## src/rtl/core/pulse_shape_response_defines.svh

```systemverilog
// Assertion macros shared by the pulse shape response RTL
`ifndef PULSE_SHAPE_RESPONSE_DEFINES_SVH
`define PULSE_SHAPE_RESPONSE_DEFINES_SVH

// same-cycle implication, sampled on clk_i, off while rst_ni is low
`define PSR_ASSERT_IMP(name, ante, cons) \
  name: assert property (@(posedge clk_i) disable iff (!rst_ni) (ante) |-> (cons)) \
    else $error("pulse_shape_response: assertion failed");

// next-cycle implication
`define PSR_ASSERT_NXT(name, ante, cons) \
  name: assert property (@(posedge clk_i) disable iff (!rst_ni) (ante) |=> (cons)) \
    else $error("pulse_shape_response: assertion failed");

`endif

```

## src/rtl/core/psr_pkg.sv

```systemverilog
// Types, constants and helpers shared by the pulse shape response RTL
package psr_pkg;

  typedef enum logic [1:0] {
    CFG_PEAK_TIME = 2'd0,
    CFG_RISE_EXP  = 2'd1,
    CFG_FALL_EXP  = 2'd2
  } cfg_idx_e;

  localparam int unsigned LOG_STEPS = 16;
  localparam int unsigned EXP_STEPS = 16;

  typedef logic [30:0]        mant_t;
  typedef logic signed [26:0] ypow_t;
  typedef logic signed [27:0] wlog_t;

  localparam mant_t Q30_ONE = 31'h4000_0000;

  // 2^(2^-k) for k = 1..16, Q30
  localparam mant_t EXP2_FACTOR [EXP_STEPS] = '{
    31'd1518500250, 31'd1276901417, 31'd1170923762, 31'd1121280436,
    31'd1097253708, 31'd1085434106, 31'd1079572136, 31'd1076653033,
    31'd1075196444, 31'd1074468888, 31'd1074105294, 31'd1073923544,
    31'd1073832680, 31'd1073787251, 31'd1073764537, 31'd1073753181
  };

  localparam mant_t        LOG2E_Q30       = 31'd1549082005;
  localparam logic [16:0]  LOG2_SCALE_Q16  = 17'd94548;
  localparam mant_t        POWER_LIMIT_Q24 = 31'd671088640;
  localparam ypow_t        Y_LIMIT         = 27'sd393216;

  // one log2 fraction lane pair: sample and peak
  typedef struct packed {
    mant_t       x_raw;
    mant_t       x_pk;
    logic [15:0] fr_raw;
    logic [15:0] fr_pk;
  } log_lane_t;

  typedef struct packed {
    logic [4:0]  top_raw;
    logic [4:0]  top_pk;
    logic [15:0] expo;
    logic        raw_zero;
    logic        kill;
  } log_side_t;

  typedef struct packed {
    ypow_t y;
    logic  kill;
  } exp1_side_t;

  typedef struct packed {
    wlog_t w;
    logic  kill;
  } exp2_side_t;

  function automatic logic [4:0] msb_index(input logic [22:0] v);
    logic [4:0] idx;
    idx = '0;
    for (int i = 0; i < 23; i++) begin
      if (v[i]) begin
        idx = 5'(i);
      end
    end
    return idx;
  endfunction

endpackage

```

## src/rtl/core/psr_exp_cell.sv

```systemverilog
// One exp2 fraction bit: multiply the mantissa by its factor when the bit is set
module psr_exp_cell #(
  parameter int unsigned BitIdx = 0,
  parameter type side_t = logic
) (
  input  logic          clk_i,
  input  logic          rst_ni,
  input  logic          en_i,
  input  logic          valid_i,
  input  psr_pkg::mant_t m_i,
  input  logic [15:0]   f_i,
  input  side_t         side_i,
  output logic          valid_o,
  output psr_pkg::mant_t m_o,
  output logic [15:0]   f_o,
  output side_t         side_o
);
  import psr_pkg::*;

  localparam int unsigned FBit = 15 - BitIdx;

  logic        valid_q;
  mant_t       m_q, m_d;
  logic [15:0] f_q;
  side_t       side_q;
  logic [61:0] prod;

  always_comb begin
    prod = {31'b0, m_i} * {31'b0, EXP2_FACTOR[BitIdx]};
    m_d  = f_i[FBit] ? prod[60:30] : m_i;
  end

  always_ff @(posedge clk_i or negedge rst_ni) begin
    if (!rst_ni) begin
      valid_q <= 1'b0;
    end else if (en_i) begin
      valid_q <= valid_i;
    end
  end

  always_ff @(posedge clk_i) begin
    if (en_i) begin
      m_q    <= m_d;
      f_q    <= f_i;
      side_q <= side_i;
    end
  end

  assign valid_o = valid_q;
  assign m_o     = m_q;
  assign f_o     = f_q;
  assign side_o  = side_q;

endmodule

```

## config.mk

```make
export PLATFORM = sky130hd
export DESIGN_NAME = psr_exp_cell
export DESIGN_NICKNAME = d
export VERILOG_FILES = /design/src/rtl/core/pulse_shape_response_defines.svh /design/src/rtl/core/psr_pkg.sv /design/src/rtl/core/psr_exp_cell.sv
export SDC_FILE = /design/constraint.sdc
export NUM_CORES = 1
export LEC_CHECK = 0
export BUFFER_PORTS_ARGS = -buffer_cell sky130_fd_sc_hd__buf_2
export CAP_MARGIN = 20
export CORE_UTILIZATION = 60
export CTS_CLUSTER_SIZE = 14
export DETAILED_ROUTE_END_ITERATION = 7
export GPL_ROUTABILITY_DRIVEN = 1
export PLACE_DENSITY = 0.79
export SLEW_MARGIN = 20
export SYNTH_ARGS = -nofsm -noshare
export SYNTH_HDL_FRONTEND = slang
export SYNTH_SLANG_ARGS = --single-unit
```

## constraint.sdc

```tcl
create_clock -name clk_i -period 1.7 [get_ports clk_i]
set_input_delay 0.255 -clock clk_i [delete_from_list [all_inputs] [get_ports clk_i]]
set_output_delay 0.255 -clock clk_i [all_outputs]
set_load 0.03 [all_outputs]
```

==> results by group <==
Synth
  – Post-synth EDFFs: 48
  – Synth top cells by count: inv_1, ha_1, fa_1
  – Most common cell in the netlist: inv_1
  – Share of the synthesized area in the top cell type: a little under two fifths
  – Synth Flop Type: edfxtp_1
  – Post-synthesis sequential area ratio: ~8.5%
  – Share of flip-flops with an asynchronous set or reset: ~2.0%
  – Synth Area in XOR/XNOR: between 3 and 4%
  – Post-Syn Area per Cell: 10.5 sq um
  – Number of library cell types mapped by synthesis: a little over 60
  – Leading area contributor after synthesis: fa_1
  – Flop and latch count out of synthesis: 49
  – Syn Inst Count: about 1600
  – Number of warnings issued by yosys: 0
  – Synth Area in Simple Gates: 4.20%
  – Synthesized area: roughly 0.017 sq mm
  – Proportion of synthesized area in mux cells: 1.50%
  – Compound-Gate Fraction of Synth Area: 6.74%
  – Syn nets: 2397
  – Top cells by area, synth: fa_1, ha_1, inv_1, edfxtp_1, xor2_1
  – Area share of fa/ha/maj cells after synthesis: between 60% and 70%
  – Main combinational cell family by area after synthesis: adder cells

Cells and area
  – Area Overhead vs Synth: 33.2%
  – Multi-input logic area: 0.0154 sq mm
  – Ant diodes: 0
  – Register area: ~0.0015 sq mm
  – Final nets: approximately 2900
  – Share of layout cells above drive strength 1: approximately a third
  – Filler cells: 1658

Setup path
  – Worst r2r path cells: 1
  – Terminus of the critical flop-to-flop path: valid_o$_DFFE_PN0P_
  – R2r startpoint: valid_o$_DFFE_PN0P_
  – Critical-path top delay cell: fa_2
  – Critical Path Stages: 24
  – Worst Path Required: 1.75 ns
  – CP Class: input port to flip-flop
  – Cell repeated most along the worst path: fa_1
  – Critical path startpoint category: input port
  – Worst-path fanout max: 5
  – Endpoint type of the worst setup path: flip-flop
  – Worst path bufs/invs: 4
  – CP max stage delay: around 0.60 ns
  – Critical path's top delay family: adder cells
  – Arrival time at the worst endpoint: 6.54 ns
  – Setup slack, reg-to-reg: around 0.93 ns
  – Crit path cell chain: buf_6 > ha_4 > xor2_4 > ha_2 > nand2b_4 > fa_1 > fa_2 > fa_1 > fa_2 > fa_1 > inv_1 > fa_1 > inv_2 > ha_4 > nand3_1 > a21boi_2 > a311oi_2 > a31oi_4 > buf_6 > a311oi_4 > or4_4 > nand2_4 > xor2_2 > mux2_2

Timing
  – Worst-margin pin slew: 0.514 ns
  – Setup WS post-layout: -4.79 ns
  – Min Tclk post-route: 6.49 ns
  – Final Slew Violations: 0
  – Unrepaired setup endpoints after global routing: true
  – Final hold vios: 0
  – Slew margin rel.: about two thirds
  – Fin crit share: 381%
  – Fmax: approximately 150 MHz
  – Final setup skew: 0 ns
  – Setup Viol. Count Final: 31

Hold path
  – Worst Hold Depth: 1
  – Hold Crit Endpoint: f_o[1]$_DFFE_PP_
  – HP Class: input port to flip-flop
  – Worst hold start: f_i[1]

Global routing
  – Grt ovf: 0
  – Vias in the first global route: approximately 15000
  – Total GRT Usage: 39.6%
  – Largest net degree at the start of global routing: 44
  – Initial antenna violation count: 2
  – First-pass GRT wire length: between 80000 and 90000 um

CTS
  – Clk buf depth: 2
  – Skew-Pair Late Insertion Delay: approximately 0.30 ns
  – Clk slew on worst S/H paths: 0.07 ns
  – CTS Buf Count: 5
  – CTS HTree Levels: 2
  – CTS tree: built
  – CTS Root Cell: clkbuf_16
  – Clock sinks: 49

Route
  – DR iter-0 viols: ~1200
  – Per-cell routed wire length: between 20 and 25 um
  – Detailed Route WL: around 56000 um
  – Remaining antenna violation count: 0
  – Vias: approximately 14000
  – Residual DRC: 0
  – Via density: roughly 5.6
  – Drt pass-1 iters: 5

Place
  – Routability-driven placement congestion ratio: 1.07
  – Place WS: -5.24 ns
  – # port buffers: 100
  – DP HPWL: 48400 um

Floorplanning
  – DIE WIDTH: 172 um
  – Core Area: ~0.028 sq mm
  – Die height: 172 um
  – Row count: 61
  – Full die area: 0.0294 sq mm
  – IO Pins: 101
  – Starting density of the core: just over 60%

Outcome
  – Status: complete, but fails checks
  – Failing checks: setup timing

Job
  – Max-capacitance violation count: 0
==> layout make-up <==
class                           instances  share of cell area, %
Multi-Input combinational cell       1108                   66.9
Clock buffer                            6                  0.561
Timing Repair Buffer                  487                   16.1
Tap cell                              378                   2.06
Inverter                              476                   7.78
Sequential cell                        49                   6.39
Clock inverter                          2                  0.169
==> per-layer routing <==
| layer | part of all wire, % | wire length [um] | up-vias | GRT usage (%) |
|---|---|---|---|---|
| met5 | 0.016 | 9 | - | 0 |
| met4 | 4.0 | 2270 | 2 | 14.2 |
| met3 | 8.7 | 4880 | 132 | 6.01 |
| met2 | 47 | 26500 | 663 | 64.3 |
| met1 | 40 | 22500 | 7100 | 53.9 |
| li1 | - | - | 6166 | - |
==> layout by cell type, fill, tap and decap left out, types with 17 or more instances in the layout <==
cell type	instances
a21o_1	34
edfxtp_1	48
fa_1	305
buf_6	27
xnor2_1	27
ha_1	312
inv_1	460
buf_4	371
xor2_1	28
nor2_1	24
a21oi_1	34
buf_2	74
fa_2	17
ha_4	56
nand2_1	38
==> flip-flops by register name (all words and copies together) (netlist names) <==
name,flops
m_o,31
f_o,16
side_o,1
valid_o,1
==> what timing repair did <==
action	in CTS	in global routing
setup endpoints to repair	31	31
hold buffers	1	0
gates cloned	0	0
hold endpoints to repair	1	0
resized for setup	174	50
pin swaps	109	61
setup buffers	22	10
==> how the worst max path moves through the flow <==
stage	slack (ns)	endpoint	from
4_1_cts	-4.69	m_o[19]$_DFFE_PP_	m_i[19]
3_5_place_dp	-5.24	m_o[22]$_DFFE_PP_	m_i[3]
6_report	-4.79	m_o[19]$_DFFE_PP_	m_i[11]
3_3_place_gp	-5.10	m_o[22]$_DFFE_PP_	m_i[6]
5_1_grt	-4.88	m_o[19]$_DFFE_PP_	m_i[7]
2_1_floorplan	-4.65	m_o[19]$_DFFE_PP_	m_i[23]
==> through the flow <==
step | TNS, ns | hold WS [ns] | cell area, sq um | std cells | util, %
after global placement | -152.12 | 0.0300 | 21500 | 2470 | 76.9
after global routing | -146.17 | 0.121 | 23000 | 2506 | 82.0
after floorplan | -132.78 | -0.0406 | 17900 | 1643 | -
after CTS | -140.91 | 0.126 | 22700 | 2499 | 81.1
after detailed placement | -155.26 | 0.0308 | 21500 | 2470 | 76.9
final | -142.35 | 0.126 | 23000 | 2506 | 82.0
==> cell families (layout without fill, tap and decap cells) <==
kind of cell    after synthesis  in the layout
xor+xnor                     69             69
compound gates              170            170
buf+inv                     486            971
simple gates                144            144
flops                        49             49
fa+ha+maj                   702            702
mux                          23             23
Power is left out: the tool's default activity adds up to more than one toggle a clock period on the data nets, which glitch-free logic cannot reach.
