--- src/rtl/core/pulse_shape_response_defines.svh ---
// Assertion macros shared by the pulse shape response RTL
`ifndef PULSE_SHAPE_RESPONSE_DEFINES_SVH
`define PULSE_SHAPE_RESPONSE_DEFINES_SVH

// same-cycle implication, sampled on clk_i, off while rst_ni is low
`define PSR_ASSERT_IMP(name, ante, cons) \
  name: assert property (@(posedge clk_i) disable iff (!rst_ni) (ante) |-> (cons)) \
    else $error("pulse_shape_response: assertion failed");

// next-cycle implication
`define PSR_ASSERT_NXT(name, ante, cons) \
  name: assert property (@(posedge clk_i) disable iff (!rst_ni) (ante) |=> (cons)) \
    else $error("pulse_shape_response: assertion failed");

`endif

--- src/rtl/core/psr_pkg.sv ---
// Types, constants and helpers shared by the pulse shape response RTL
package psr_pkg;

  typedef enum logic [1:0] {
    CFG_PEAK_TIME = 2'd0,
    CFG_RISE_EXP  = 2'd1,
    CFG_FALL_EXP  = 2'd2
  } cfg_idx_e;

  localparam int unsigned LOG_STEPS = 16;
  localparam int unsigned EXP_STEPS = 16;

  typedef logic [30:0]        mant_t;
  typedef logic signed [26:0] ypow_t;
  typedef logic signed [27:0] wlog_t;

  localparam mant_t Q30_ONE = 31'h4000_0000;

  // 2^(2^-k) for k = 1..16, Q30
  localparam mant_t EXP2_FACTOR [EXP_STEPS] = '{
    31'd1518500250, 31'd1276901417, 31'd1170923762, 31'd1121280436,
    31'd1097253708, 31'd1085434106, 31'd1079572136, 31'd1076653033,
    31'd1075196444, 31'd1074468888, 31'd1074105294, 31'd1073923544,
    31'd1073832680, 31'd1073787251, 31'd1073764537, 31'd1073753181
  };

  localparam mant_t        LOG2E_Q30       = 31'd1549082005;
  localparam logic [16:0]  LOG2_SCALE_Q16  = 17'd94548;
  localparam mant_t        POWER_LIMIT_Q24 = 31'd671088640;
  localparam ypow_t        Y_LIMIT         = 27'sd393216;

  // one log2 fraction lane pair: sample and peak
  typedef struct packed {
    mant_t       x_raw;
    mant_t       x_pk;
    logic [15:0] fr_raw;
    logic [15:0] fr_pk;
  } log_lane_t;

  typedef struct packed {
    logic [4:0]  top_raw;
    logic [4:0]  top_pk;
    logic [15:0] expo;
    logic        raw_zero;
    logic        kill;
  } log_side_t;

  typedef struct packed {
    ypow_t y;
    logic  kill;
  } exp1_side_t;

  typedef struct packed {
    wlog_t w;
    logic  kill;
  } exp2_side_t;

  function automatic logic [4:0] msb_index(input logic [22:0] v);
    logic [4:0] idx;
    idx = '0;
    for (int i = 0; i < 23; i++) begin
      if (v[i]) begin
        idx = 5'(i);
      end
    end
    return idx;
  endfunction

endpackage

--- src/rtl/core/psr_log_cell.sv ---
// One log2 fraction bit for both lanes: square the mantissa and renormalize
module psr_log_cell #(
  parameter type side_t = logic
) (
  input  logic              clk_i,
  input  logic              rst_ni,
  input  logic              en_i,
  input  logic              valid_i,
  input  psr_pkg::log_lane_t lane_i,
  input  side_t             side_i,
  output logic              valid_o,
  output psr_pkg::log_lane_t lane_o,
  output side_t             side_o
);
  import psr_pkg::*;

  logic      valid_q;
  log_lane_t lane_q, lane_d;
  side_t     side_q;

  function automatic logic [31:0] sq_step(input mant_t x);
    logic [61:0] sq;
    logic [31:0] hi;
    sq = {31'b0, x} * {31'b0, x};
    hi = sq[61:30];
    // {fraction bit, new mantissa}
    return hi[31] ? {1'b1, hi[31:1]} : {1'b0, hi[30:0]};
  endfunction

  logic [31:0] st_raw, st_pk;

  always_comb begin
    st_raw        = sq_step(lane_i.x_raw);
    st_pk         = sq_step(lane_i.x_pk);
    lane_d.x_raw  = st_raw[30:0];
    lane_d.x_pk   = st_pk[30:0];
    lane_d.fr_raw = {lane_i.fr_raw[14:0], st_raw[31]};
    lane_d.fr_pk  = {lane_i.fr_pk[14:0], st_pk[31]};
  end

  always_ff @(posedge clk_i or negedge rst_ni) begin
    if (!rst_ni) begin
      valid_q <= 1'b0;
    end else if (en_i) begin
      valid_q <= valid_i;
    end
  end

  always_ff @(posedge clk_i) begin
    if (en_i) begin
      lane_q <= lane_d;
      side_q <= side_i;
    end
  end

  assign valid_o = valid_q;
  assign lane_o  = lane_q;
  assign side_o  = side_q;

endmodule

--- config.mk ---
export PLATFORM = sky130hd
export DESIGN_NAME = psr_log_cell
export DESIGN_NICKNAME = d
export VERILOG_FILES = /design/src/rtl/core/pulse_shape_response_defines.svh /design/src/rtl/core/psr_pkg.sv /design/src/rtl/core/psr_log_cell.sv
export SDC_FILE = /design/constraint.sdc
export NUM_CORES = 2
export LEC_CHECK = 0
export ABC_AREA = 1
export BUFFER_PORTS_ARGS = -buffer_cell sky130_fd_sc_hd__buf_4
export CORE_MARGIN = 4
export CORE_UTILIZATION = 53
export DETAILED_ROUTE_END_ITERATION = 7
export GPL_TIMING_DRIVEN = 0
export PLACE_DENSITY = 0.81
export SYNTH_ARGS = -nofsm -noshare
export SYNTH_HDL_FRONTEND = slang
export SYNTH_SLANG_ARGS = --single-unit
--- constraint.sdc ---
create_clock -name clk_i -period 0.8 [get_ports clk_i]
set_input_delay 0.04 -clock clk_i [delete_from_list [all_inputs] [get_ports clk_i]]
set_output_delay 0.04 -clock clk_i [all_outputs]
set_load 0.05 [all_outputs]
==> impl.org <==
** Worst setup path
- Kind of end point of the critical path :: flip-flop
- Among the stages of the critical path, the cell type that occurs most often is sky130_fd_sc_hd__fa_1.
- The startpoint identified for the worst register-to-register timing path is valid_o.
- Highest cell delay on the worst timing path :: 0.71 ns
- The critical path is of the input pin to flip-flop type.
- Data required time at the worst endpoint :: 0.89 ns
- The endpoint identified for the worst register-to-register timing path is valid_o.
- Register-to-register setup slack :: 0.01 ns
- Endpoint arrival time on the critical path :: 6.69 ns
- Biggest fanout along the worst timing path :: 7
- R2R cell count :: 1
- The largest individual stage delay along the critical path comes from the cell sky130_fd_sc_hd__fa_2.
- STA classifies the critical path startpoint as an input pin.

** Layout
- Fraction of final layout cells sized beyond drive strength 1 :: 0.1528
- After filler insertion, the fill cell instance count of the layout stands at 9050.
- # nets final :: 10290
- Final core utilization :: 0.6350
- Leading cell type in the layout, fill and taps excluded :: sky130_fd_sc_hd__inv_1
- The top cell types in the final layout, fill and taps aside, are 2592 x sky130_fd_sc_hd__inv_1, 1794 x sky130_fd_sc_hd__nand2_1, 1402 x sky130_fd_sc_hd__fa_1.
- Layout Area Growth over Synthesis :: 18.35%

** Global routing
- Vias in the first global route :: 56050
- First-pass GRT wire length :: 317000 um
- The total overflow left after global routing is 0.
- Pin count of the biggest net entering global routing :: 97
- Across every metal layer, demand over resource in global routing totals 0.3436.
- Number of antenna violations at the first check in global routing :: 4

** Synthesis
- Sequential-to-total area share from yosys stat :: 0.04665
- The mapped netlist covers 0.06168 mm2.
- Post-synthesis instance total :: 7753
- Syn nets :: 9880
- A synthesized cell averages 7.956 um2.
- Number of distinct library cells after synthesis :: 39
- In this run, synthesis produced a sequential element count of 96.
- During synthesis, Yosys emitted a total of 0 warnings.

** Die
- The floorplan step defined a die boundary enclosing 0.1219 mm2.
- After floorplanning, the core was divided into 124 placement rows.
- 195 I/O pins were placed.
- The floorplan step set the die height to 349.2 um.
- The initial utilization of the core area, before any placement, comes to 0.5365.
- Total core area :: 0.1150 mm2
- The floorplan step set the die width to 349.2 um.

** Clock network
- Clk Latency, worst-skew pair :: 0.34 ns
- Total number of H-tree levels :: 3
- Clk root buf :: sky130_fd_sc_hd__clkbuf_16
- Clock tree buffer depth :: 2
- TritonCTS built the clock tree.
- Counting the buffers created by CTS gives 9.
- Worst-path clk slew :: 0.08 ns
- Clock Sink Count :: 96

** Run
- The tool flagged a number of max-cap violations equal to 0.

** Timing
- Setup repair after global routing could not meet its margin everywhere.
- Count of final hold-check violations :: 0
- For the pin with the worst max-slew slack, the measured transition is 0.7242 ns.
- Setup violations remaining at the end of the flow were counted as 160.
- Fmax achieved :: 0.1514 GHz
- Pins over their slew limit :: 0
- The routed design could run at a clock period as short as 6.603 ns.
- Max transition margin :: 0.5156
- Max Clock Skew :: 0 ns
- Final WS setup :: -5.803 ns
- Of the available clock period, the critical path in the final layout requires 8.254.

** Routing
- The routed design has 209200 um of wire.
- After detailed routing, the number of vias per cell comes to 5.408.
- Number of detailed-route iterations in the first pass :: 8
- Number of nets with antenna violations after routing :: 0
- DRC :: 0
- The detailed router placed 52370 vias in this run.
- Number of DRC markers after the initial detailed-route iteration :: 5331
- Final routed wire length divided by cell count :: 21.61 um

** Outcome
- The flow ran to the end, but the final reports show violations.
- The checks that failed: negative setup slack.

** Placed design
- DP HPWL :: 164900 um
- The count of buffers added on input and output ports is 187.
- Worst Setup Slack post-DPL :: -6.791 ns
- Gpl congestion :: 1.027

** Hold path
- Hold Path Stages :: 1
- Min-Delay Path Class :: input pin to flip-flop
- Worst hold start :: en_i
- Worst Hold Path EP :: lane_o[55]
==> what timing repair did <==
| action | 4_1_cts | 5_1_grt |
|---|---|---|
| setup buffers | 101 | 59 |
| pin swaps | 197 | 214 |
| gates cloned | 10 | 7 |
| hold endpoints to repair | 33 | 0 |
| endpoints found under the setup margin | 256 | 160 |
| hold buffers | 34 | 0 |
| gates resized for setup | 855 | 473 |
==> cells in the mapped netlist (all sizes together) <==
cell type	instances	area (um2)
and3	2	12.51
nand2	2110	7940
mux2	1	11.26
xnor2	23	201.4
or2	7	43.79
clkbuf	167	626.9
and2	6	37.54
nor4	3	25.02
xor2	37	324.1
edfxtp	95	2853
inv	2650	9947
a21oi	122	614.3
dfrtp	1	25.02
a31o	4	35.03
a21boi	4	30.03
a21o	6	45.04
o21ai	32	160.2
fa	1494	29910
o21bai	28	210.2
buf	35	188.9
nand3	131	660.6
ha	534	6681
nand3b	4	30.03
nand4	27	168.9
nor3	18	95.09
clkinv	1	3.750
nor2	211	804.5
==> cells by family after synthesis <==
kind of cell / Yosys count / synth area share
fa+ha+maj: 2028 / 0.5932
mux: 1 / 0.0001825
flops: 96 / 0.04665
buf+inv: 2853 / 0.1745
simple gates: 2519 / 0.1592
xor+xnor: 60 / 0.008519
compound gates: 196 / 0.01775
==> metal layers <==
layer	track usage	part of all wire
met5	0.005887	0.00050
met1	0.4267	0.34
met3	0.1080	0.13
met4	0.1844	0.072
met2	0.5386	0.45
==> sequential cells by signal (all words and copies together), names as in the netlist <==
register and count:
valid_o 1, side_o 1, lane_o 94
==> how the worst max path moves through the flow <==
stage	endpoint	slack [ns]	start	depth (start not counted)
6_report	lane_o[75]	-5.80	lane_i[71]	31
3_3_place_gp	lane_o[47]	-6.74	lane_i[51]	29
5_1_grt	lane_o[58]	-5.90	lane_i[40]	31
4_1_cts	lane_o[90]	-5.61	lane_i[83]	32
3_5_place_dp	lane_o[47]	-6.79	lane_i[51]	29
2_1_floorplan	lane_o[36]	-5.26	lane_i[39]	28
==> metrics by stage <==
stage | hold WS, ns | cells | TNS, ns | cell area [um2]
floorplan | -0.2556 | 7753 | -335.30 | 62620
global placement | -0.1835 | 9452 | -480.68 | 65910
detailed placement | -0.1834 | 9452 | -486.66 | 65910
CTS | 0.2495 | 9613 | -371.26 | 70910
global route | 0.2632 | 9682 | -392.39 | 73000
finish | 0.2499 | 9683 | -380.84 | 73000
==> worst max-delay path, delay by kind of cell <==
| family | cells | cell delay (ns) |
|---|---|---|
| buffers and inverters | 9 | 0.85 |
| AO/OA/AOI/OAI | 1 | 0.13 |
| adder cells (fa/ha/maj) | 9 | 4.58 |
| AND/OR/NAND/NOR | 12 | 1.04 |
==> cell type report <==
cell class,count,area [um2],area share
multi-input cells,4804,50880,0.6969
inverters,2651,9978,0.1367
repair buffers,398,3925,0.05377
plain buffers,202,3161,0.04329
flip-flops and latches,96,2879,0.03944
well taps,1512,1892,0.02591
clock buffers,10,229.0,0.003136
clock inverters,6,51.30,0.0007027
diodes,4,10.01,0.0001371
Power is not shown: default switching activity piles up to over one toggle a cycle in this logic, so the estimate is an artifact.
